[config.mk]
export PLATFORM = sky130hd
export DESIGN_NAME = ogih_gradient
export DESIGN_NICKNAME = d
export VERILOG_FILES = /design/src/rtl/core/ogih_pkg.sv /design/src/rtl/core/ogih_gradient.sv
export SDC_FILE = /design/constraint.sdc
export NUM_CORES = 2
export LEC_CHECK = 0
export BUFFER_PORTS_ARGS = -buffer_cell sky130_fd_sc_hd__buf_2
export CAP_MARGIN = 20
export CORE_ASPECT_RATIO = 1.5
export CORE_UTILIZATION = 55
export CTS_CLUSTER_SIZE = 14
export DETAILED_ROUTE_END_ITERATION = 16
export GPL_TIMING_DRIVEN = 0
export PLACE_DENSITY = 0.73
export SLEW_MARGIN = 20
export SYNTH_ARGS = -nofsm -noshare
export SYNTH_HDL_FRONTEND = slang
export SYNTH_SLANG_ARGS = --single-unit
[constraint.sdc]
create_clock -name clock -period 27.9 [get_ports clock]
set_clock_uncertainty 0.05 [all_clocks]
set_input_delay 4.185 -clock clock [delete_from_list [all_inputs] [get_ports clock]]
set_output_delay 4.185 -clock clock [all_outputs]
set_load 0.01 [all_outputs]
[src/rtl/core/ogih_pkg.sv]
// Package of shared constants, types and boundary tables for the gradient histogram unit.
`timescale 1ns / 1ps
package ogih_pkg;

   localparam int BINS_DEFAULT      = 9;
   localparam int MAX_WIDTH_DEFAULT = 1024;
   localparam int NSUM              = 10;
   localparam int IW                = 33;
   localparam logic [IW-1:0] SAT33  = {IW{1'b1}};

   typedef logic [IW-1:0] integ_type;
   typedef integ_type [NSUM-1:0] integ_vec_type;

   // Front end result handed to the accumulator.
   typedef struct packed {
      logic [12:0] mag;
      logic [3:0]  bin;
      logic        row_end;
      logic        frame_end;
   } grad_type;

   function automatic logic signed [15:0] bound_cos(input int nb, input int j);
      logic signed [15:0] r;
      r = '0;
      case (nb)
         2: case (j) 0: r = 11585; 1: r = -11585; default: r = '0; endcase
         3: case (j) 0: r = 14189; 1: r = 0; 2: r = -14189; default: r = '0; endcase
         4: case (j) 0: r = 15137; 1: r = 6270; 2: r = -6270; 3: r = -15137;
               default: r = '0; endcase
         5: case (j) 0: r = 15582; 1: r = 9630; 2: r = 0; 3: r = -9630; 4: r = -15582;
               default: r = '0; endcase
         6: case (j) 0: r = 15826; 1: r = 11585; 2: r = 4240; 3: r = -4240;
               4: r = -11585; 5: r = -15826; default: r = '0; endcase
         7: case (j) 0: r = 15973; 1: r = 12810; 2: r = 7109; 3: r = 0; 4: r = -7109;
               5: r = -12810; 6: r = -15973; default: r = '0; endcase
         8: case (j) 0: r = 16069; 1: r = 13623; 2: r = 9102; 3: r = 3196;
               4: r = -3196; 5: r = -9102; 6: r = -13623; 7: r = -16069;
               default: r = '0; endcase
         9: case (j) 0: r = 16135; 1: r = 14189; 2: r = 10531; 3: r = 5604; 4: r = 0;
               5: r = -5604; 6: r = -10531; 7: r = -14189; 8: r = -16135;
               default: r = '0; endcase
         default: r = '0;
      endcase
      return r;
   endfunction

   function automatic logic signed [15:0] bound_sin(input int nb, input int j);
      logic signed [15:0] r;
      r = '0;
      case (nb)
         2: case (j) 0: r = 11585; 1: r = 11585; default: r = '0; endcase
         3: case (j) 0: r = 8192; 1: r = 16384; 2: r = 8192; default: r = '0; endcase
         4: case (j) 0: r = 6270; 1: r = 15137; 2: r = 15137; 3: r = 6270;
               default: r = '0; endcase
         5: case (j) 0: r = 5063; 1: r = 13255; 2: r = 16384; 3: r = 13255; 4: r = 5063;
               default: r = '0; endcase
         6: case (j) 0: r = 4240; 1: r = 11585; 2: r = 15826; 3: r = 15826;
               4: r = 11585; 5: r = 4240; default: r = '0; endcase
         7: case (j) 0: r = 3646; 1: r = 10215; 2: r = 14761; 3: r = 16384;
               4: r = 14761; 5: r = 10215; 6: r = 3646; default: r = '0; endcase
         8: case (j) 0: r = 3196; 1: r = 9102; 2: r = 13623; 3: r = 16069;
               4: r = 16069; 5: r = 13623; 6: r = 9102; 7: r = 3196; default: r = '0; endcase
         9: case (j) 0: r = 2845; 1: r = 8192; 2: r = 12551; 3: r = 15396; 4: r = 16384;
               5: r = 15396; 6: r = 12551; 7: r = 8192; 8: r = 2845; default: r = '0; endcase
         default: r = '0;
      endcase
      return r;
   endfunction

   function automatic integ_type sat_add(input integ_type a, input integ_type b);
      logic [IW:0] s;
      s = {1'b0, a} + {1'b0, b};
      return s[IW] ? SAT33 : s[IW-1:0];
   endfunction

endpackage

[src/rtl/core/ogih_gradient.sv]
// Gradient front end: differences, orientation bin and bit-serial rounded square root.
`timescale 1ns / 1ps
module ogih_gradient import ogih_pkg::*; #(
   parameter int BINS = BINS_DEFAULT
) (
   input  logic       clock,
   input  logic       reset,
   input  logic       start,
   input  logic [7:0] pixel_left,
   input  logic [7:0] pixel_right,
   input  logic [7:0] pixel_up,
   input  logic [7:0] pixel_down,
   input  logic       row_end,
   input  logic       frame_end,
   output logic       done,
   output grad_type   grad
);

   logic [25:0] v_ff, v_in;
   logic [25:0] r_ff, r_in;
   logic [3:0]  step_ff, step_in;
   logic        busy_ff, busy_in, done_ff, done_in;
   logic [3:0]  bin_ff, bin_in;
   logic        re_ff, fe_ff;

   logic signed [9:0]  dx, dy, fx, fy;
   logic [16:0]        sq;
   logic [3:0]         cnt;
   logic signed [31:0] t;
   logic [27:0]        bitv;
   logic [27:0]        trial;

   always_comb begin
      dx = $signed({2'b00, pixel_right}) - $signed({2'b00, pixel_left});
      dy = $signed({2'b00, pixel_down}) - $signed({2'b00, pixel_up});
      sq = 17'(dx * dx) + 17'(dy * dy);
      if (dy < 0 || (dy == 0 && dx < 0)) begin
         fx = -dx;
         fy = -dy;
      end else begin
         fx = dx;
         fy = dy;
      end
      cnt = '0;
      for (int j = 0; j < BINS; j++) begin
         t = 32'(fy * bound_cos(BINS, j)) - 32'(fx * bound_sin(BINS, j));
         if (t >= 0) cnt = cnt + 4'd1;
      end
   end

   // One result bit per cycle over thirteen steps.
   always_comb begin
      v_in = v_ff;
      r_in = r_ff;
      step_in = step_ff;
      busy_in = busy_ff;
      done_in = 1'b0;
      bin_in = bin_ff;
      bitv = 28'd1 << {step_ff, 1'b0};
      trial = {2'd0, r_ff} + bitv;
      if (start) begin
         v_in = {1'b0, sq, 8'd0};
         r_in = '0;
         step_in = 4'd12;
         busy_in = 1'b1;
         bin_in = (cnt == 4'd0) ? 4'(BINS - 1) : cnt - 4'd1;
      end else if (busy_ff) begin
         if ({2'b00, v_ff} >= trial) begin
            v_in = 26'({2'b00, v_ff} - trial);
            r_in = 26'((r_ff >> 1) + bitv);
         end else begin
            r_in = r_ff >> 1;
         end
         if (step_ff == 4'd0) begin
            busy_in = 1'b0;
            done_in = 1'b1;
         end else begin
            step_in = step_ff - 4'd1;
         end
      end
   end

   always_ff @(posedge clock) begin
      if (reset) begin
         busy_ff <= 1'b0;
         done_ff <= 1'b0;
      end else begin
         busy_ff <= busy_in;
         done_ff <= done_in;
      end
      v_ff <= v_in;
      r_ff <= r_in;
      step_ff <= step_in;
      bin_ff <= bin_in;
      if (start) begin
         re_ff <= row_end;
         fe_ff <= frame_end;
      end
   end

   assign done = done_ff;
   assign grad.mag = (v_ff > r_ff) ? 13'(r_ff + 26'd1) : r_ff[12:0];
   assign grad.bin = bin_ff;
   assign grad.row_end = re_ff;
   assign grad.frame_end = fe_ff;

endmodule

# ---- Yosys cells after proc, flatten, opt, wreduce, memory -nomap -nowiden
# Index checks and enable logic that the tools add are counted.
dict set report op_classes {
  n_addsub 28
  multipliers 13
  div 0
  order_cmp 13
  n_eq_ne 0
  shifts 1
  muxes 20
  n_bitwise 2
  n_reduce_logical 11
}
# op count
set op_table {}
lappend op_table {{10-bit by 15-bit multiplier with 25-bit output (second input constant)} 7}
lappend op_table {{26-bit by 1-bit >= comparator with 1-bit output (second input constant)} 5}
lappend op_table {{25-bit by 23-bit subtractor with 26-bit output} 4}
lappend op_table {{32-bit by 1-bit >= comparator with 1-bit output (second input constant)} 3}
lappend op_table {{25-bit two-way mux} 3}
lappend op_table {{24-bit by 25-bit subtractor with 26-bit output} 2}
lappend op_table {{25-bit by 25-bit subtractor with 26-bit output} 2}
lappend op_table {{10-bit by 13-bit multiplier with 23-bit output (second input constant)} 2}
lappend op_table {{10-bit by 12-bit multiplier with 22-bit output (second input constant)} 2}
lappend op_table {{9-bit by 9-bit multiplier with 17-bit output} 2}
lappend op_table {{4-bit by 1-bit adder with 4-bit output (second input constant)} 8}
lappend op_table {{32-bit zero test} 1}
lappend op_table {{4-bit two-way mux} 8}
lappend op_table {{26-bit by 28-bit adder with 28-bit output} 1}
lappend op_table {{26-bit by 28-bit >= comparator with 1-bit output} 1}
lappend op_table {{1-bit by 5-bit << shifter with 28-bit output (first input constant)} 1}
lappend op_table {{25-bit by 26-bit adder with 26-bit output} 1}
lappend op_table {{26-bit > comparator} 1}
lappend op_table {{26-bit two-way mux} 1}
lappend op_table {{26-bit subtractor} 1}
lappend op_table {{25-bit by 1-bit >= comparator with 1-bit output (second input constant)} 1}
lappend op_table {{1-bit by 24-bit subtractor with 25-bit output (first input constant)} 1}
lappend op_table {{10-bit two-way mux} 2}
lappend op_table {{9-bit negator with 10-bit output} 2}
lappend op_table {{14 further kinds} 26}
dict set report word_totals {
  reg_bits 64
  latch_bits 0
  mem_bits_rw 0
  rom_bits 0
  inputBits 37
  out_inout_bits 20
  word_cells 97
  n_memories 0
}

# ---- Depth between registers and ports, before layout
dict set report logic_depth {
  depth_word 26
  depth_mapped 81
  ltp_nobuf 80
}

# ---- Least setup slack after synthesis
# Ideal clock, no wire load.
dict set report synth_timing {
  path_kind {input to register}
  startpoint {input pixel_down[0]}
  endpoint {register bin_ff[3], data pin}
  setup_ns 0.254
  arrival_ns 23.694
  t_required_ns 27.596
  slack_ns 3.902
  path_stages 56
  n_path_buf 0
  cell_sequence {inv_1 ha_1 inv_1 fa_1 a21oi_1 nor2_1 or3_1 xnor2_1 inv_1 nor3_1 ha_1 inv_1 nor4_1 inv_1 fa_1 fa_1 fa_1 inv_1 [... 20 more ...] xor2_1 a21oi_1 ha_1 nor2_1 a21o_1 o31a_1 a221oi_1 nor2_1 nor2_1 inv_1 ha_1 nand2_1 nor2_1 a221o_1 a311oi_1 o311ai_1 or4_1 o21a_1}
}
dict set report synth_between {
  elab_chain_cells 26
  word_cells_on_any_way 56
  classes_between {add/sub: 20; mul: 11; order compare: 10; mux: 11; reduce/logical: 4}
}
# item line
set synth_lines {}
lappend synth_lines {{start, declared} ogih_gradient.sv:12} ;# input logic [7:0] pixel_down,
lappend synth_lines {{8-bit by 8-bit subtractor with 9-bit output (*)} ogih_gradient.sv:35} ;# dy = $signed({2'b00, pixel_down}) - $signed({2'b00, pixel_up});
lappend synth_lines {{branches (longest 23 deep; another with 32-bit by 1-bit >= comparator with 1-bit output)} n/a}
lappend synth_lines {{4-bit two-way mux (*)} ogih_gradient.sv:47} ;# if (t >= 0) cnt = cnt + 4'd1;
lappend synth_lines {{4-bit by 1-bit subtractor with 4-bit output / 4-bit zero test (equally long branches)} ogih_gradient.sv:66} ;# bin_in = (cnt == 4'd0) ? 4'(BINS - 1) : cnt - 4'd1;
lappend synth_lines {{end signal, assigned} ogih_gradient.sv:94} ;# bin_ff <= bin_in;
lappend synth_lines {{end, declared} ogih_gradient.sv:23} ;# logic [3:0] bin_ff, bin_in;
# Every way passes the cells marked *.
# A chain may end at the register's enable or synchronous reset.

# ---- Worst setup path in the final report
# Same ends and word-level chain as after synthesis.

==> metrics.md <==
| Metric | Value |
|---|---|
| #FFs+latches synth | `64` |
| Post-CTS sizing | `0` |
| Mean Syn Cell Area | `9.53 µm²` |
| Area contributors post-synth | `fa_1 33%, ha_1 30%, inv_1 8.8%` |
| Critical Path Max Stage Delay | `0.97 ns` |
| Cells after Synth | `4233` |
| Num rows | `121` |
| Post-CTS Hold Buffers | `0` |
| Setup violators final | `0` |
| Setup crit start kind | `primary input` |
| Total grt overflow | `0` |
| Mux cell area share after synthesis | `0.630%` |
| Post-synthesis adder-cell area fraction | `62.7%` |
| CTS sink count | `64` |
| Compound-Gate Fraction of Synth Area | `10.2%` |
| Drt first-iter violations | `1364` |
| Vias | `30265` |
| Post-synth EDFFs | `23` |
| IO Pins | `57` |
| Max_slew headroom | `16.4%` |
| Slew Limit Fails | `0` |
| Commonest non-fill, non-tap cell in the layout | `ha_1` |
| Setup Fix Bufs, Post-CTS | `0` |
| Hold WS | `0.433 ns` |
| Arrival @ worst endpoint | `23.97 ns` |
| DIE WIDTH | `223 µm` |
| Largest net degree at the start of global routing | `51` |
| GRT Util Overall | `30.3%` |
| Synth area leader | `fa_1` |
| Core Area | `72500 µm²` |
| Area of the die | `74400 µm²` |
| Initial antenna violation count | `2` |
| Synth Flop Type | `dfxtp_1` |
| Largest family of logic cells by synthesized area | `adder cells` |
| CTS buffer count | `9` |
| Syn nets | `5895` |
| RSZ-0062 raised after global routing | `false` |
| Layout area overhead | `5.58%` |
| Critical path required time | `27.98 ns` |
| Drt via density | `5.75` |
| Final Cycle Share | `85.6%` |
| Clk pin slew, worst setup/hold paths | `0.07 ns` |
| Syn Std Cell Area | `40300 µm²` |
| Post-DP HPWL | `95800 µm` |
| DRT Pass-1 Iters | `5` |
| Count of warnings emitted by yosys | `0` |
| Distinct cells, synth | `93` |
| Post-synth top area share | `32.7%` |
| Final #Nets | `5998` |
| Final worst path period need | `23.89 ns` |
| Port buffer count | `56` |
| Max Fclk | `41.9 MHz` |
| Post-Synth Simple-Gate Area | `7.50%` |
| Final hold violations | `0` |
| Xor/xnor cell area share of the yosys netlist | `5.87%` |
| CTS tree | `done` |
| GPL Wtd Cong | `0.980` |
| Insertion delay to the later sink of the worst-skew pair | `0.37 ns` |
| Clk buf depth | `2` |
| Crit-path slowest cell | `xnor2_1` |
| Vias in the first global route | `32921` |
| First-pass GRT wire length | `172000 µm` |
| Setup CP Type | `in -> reg` |
| WL/cell | `20.7 µm` |
| Max-cap violation count | `0` |
| Commonest non-fill, non-tap cells in the layout | `964 x ha_1, 943 x inv_1, 659 x fa_1` |
| Maximum fanout along the worst path | `10` |
| Htree depth | `3` |
| Routed wire length | `109000 µm` |
| Final antenna-violating net count | `0` |
| Synth async-reset ratio | `0%` |
| CP most frequent cell | `inv_1` |
| Die H | `334 µm` |
| Status | `finished, final reports clean` |
| Hold WC Path Type | `reg -> reg` |
| Post-route DRC | `0` |
| CTS Root Buffer Type | `clkbuf_16` |
| Layout cells sized above 1 | `4.38%` |
| Initial Utilization | `55.6%` |
| Setup crit end kind | `flop` |
| Worst slew pin tran | `1.24 ns` |
| Post-synthesis sequential area ratio | `3.75%` |
Yosys cell counts, types with 23 or more instances:
cell type  instances
inv_1            946
a21oi_1          156
dfxtp_1           41
nor2b_1           39
nand3_1           33
nand4_1           32
o21ai_0          106
o21bai_1          41
a211oi_1          30
nor3_1            37
xor2_1            60
and2_1            23
fa_1             659
clkbuf_1          37
nor2_1           188
a31oi_1           30
o21a_1            23
ha_1             966
nand2_1          191
xnor2_1          198
a21o_1            64
edfxtp_1          23
routing by layer:
metal,vias to the layer above,global-route usage (%),share of wire (%)
met5,-,0,0.017
met4,2,26.1,10
met3,424,3.60,4.5
met2,902,56.0,51
met1,14879,29.8,34
li1,14058,-,-
state kept, by name, indices dropped and copies added (netlist names):
| register | flops |
|---|---|
| v_ff | 26 |
| bin_ff | 4 |
| r_ff | 26 |
| step_ff | 4 |
| done | 1 |
| busy_ff | 1 |
| fe_ff | 1 |
| re_ff | 1 |
per-stage QoR:
| stage | cell area [µm²] | util (%) | std cells | worst slack (ns) | setup TNS, ns |
|---|---|---|---|---|---|
| after global placement | 41800 | 57.6 | 5211 | -7.25 | -28.17 |
| final | 42600 | 58.7 | 5264 | 4.01 | 0 |
| after detailed placement | 42300 | 58.3 | 5247 | 4.05 | 0 |
| after floorplan | 40300 | - | 4233 | 3.90 | 0 |
| after CTS | 42600 | 58.7 | 5263 | 4.42 | 0 |
| after global routing | 42600 | 58.7 | 5263 | 2.71 | 0 |
critical path: cells and delay by family:
family	cells	cell delay (ns)
AO/OA/AOI/OAI	22	5.08
XOR/XNOR	6	2.69
adder cells (fa/ha/maj)	19	7.19
buffers and inverters	15	2.37
AND/OR/NAND/NOR	13	2.46
cells by family after synthesis:
kind of cell    count (synthesis)
compound gates                612
xor+xnor                      263
fa+ha+maj                    1625
buf+inv                      1002
flops                          64
mux                            25
simple gates                  642
final cells by class:
type	instances	area [µm²]
inverters	955	3600
plain buffers	47	196
repair buffers	92	688
clock inverters	5	36.3
flip-flops and latches	64	1510
well taps	922	1150
fillers	6182	29900
multi-input cells	3167	35100
clock buffers	11	264
diodes	1	2.50
final timing paths:
kind	to	startpoint	slack [ns]	cells past startpoint
setup / recovery	bin_ff[3]	pixel_down[0]	4.01	75
hold / removal	v_ff[3]	v_ff[3]	0.43	2
setup reg to reg	v_ff[10]	step_ff[0]	20.02	28
hold reg to reg	v_ff[3]	v_ff[3]	0.43	2
Power is left out: the tool's default activity adds up to more than one toggle a clock period on the data nets, which glitch-free logic cannot reach.
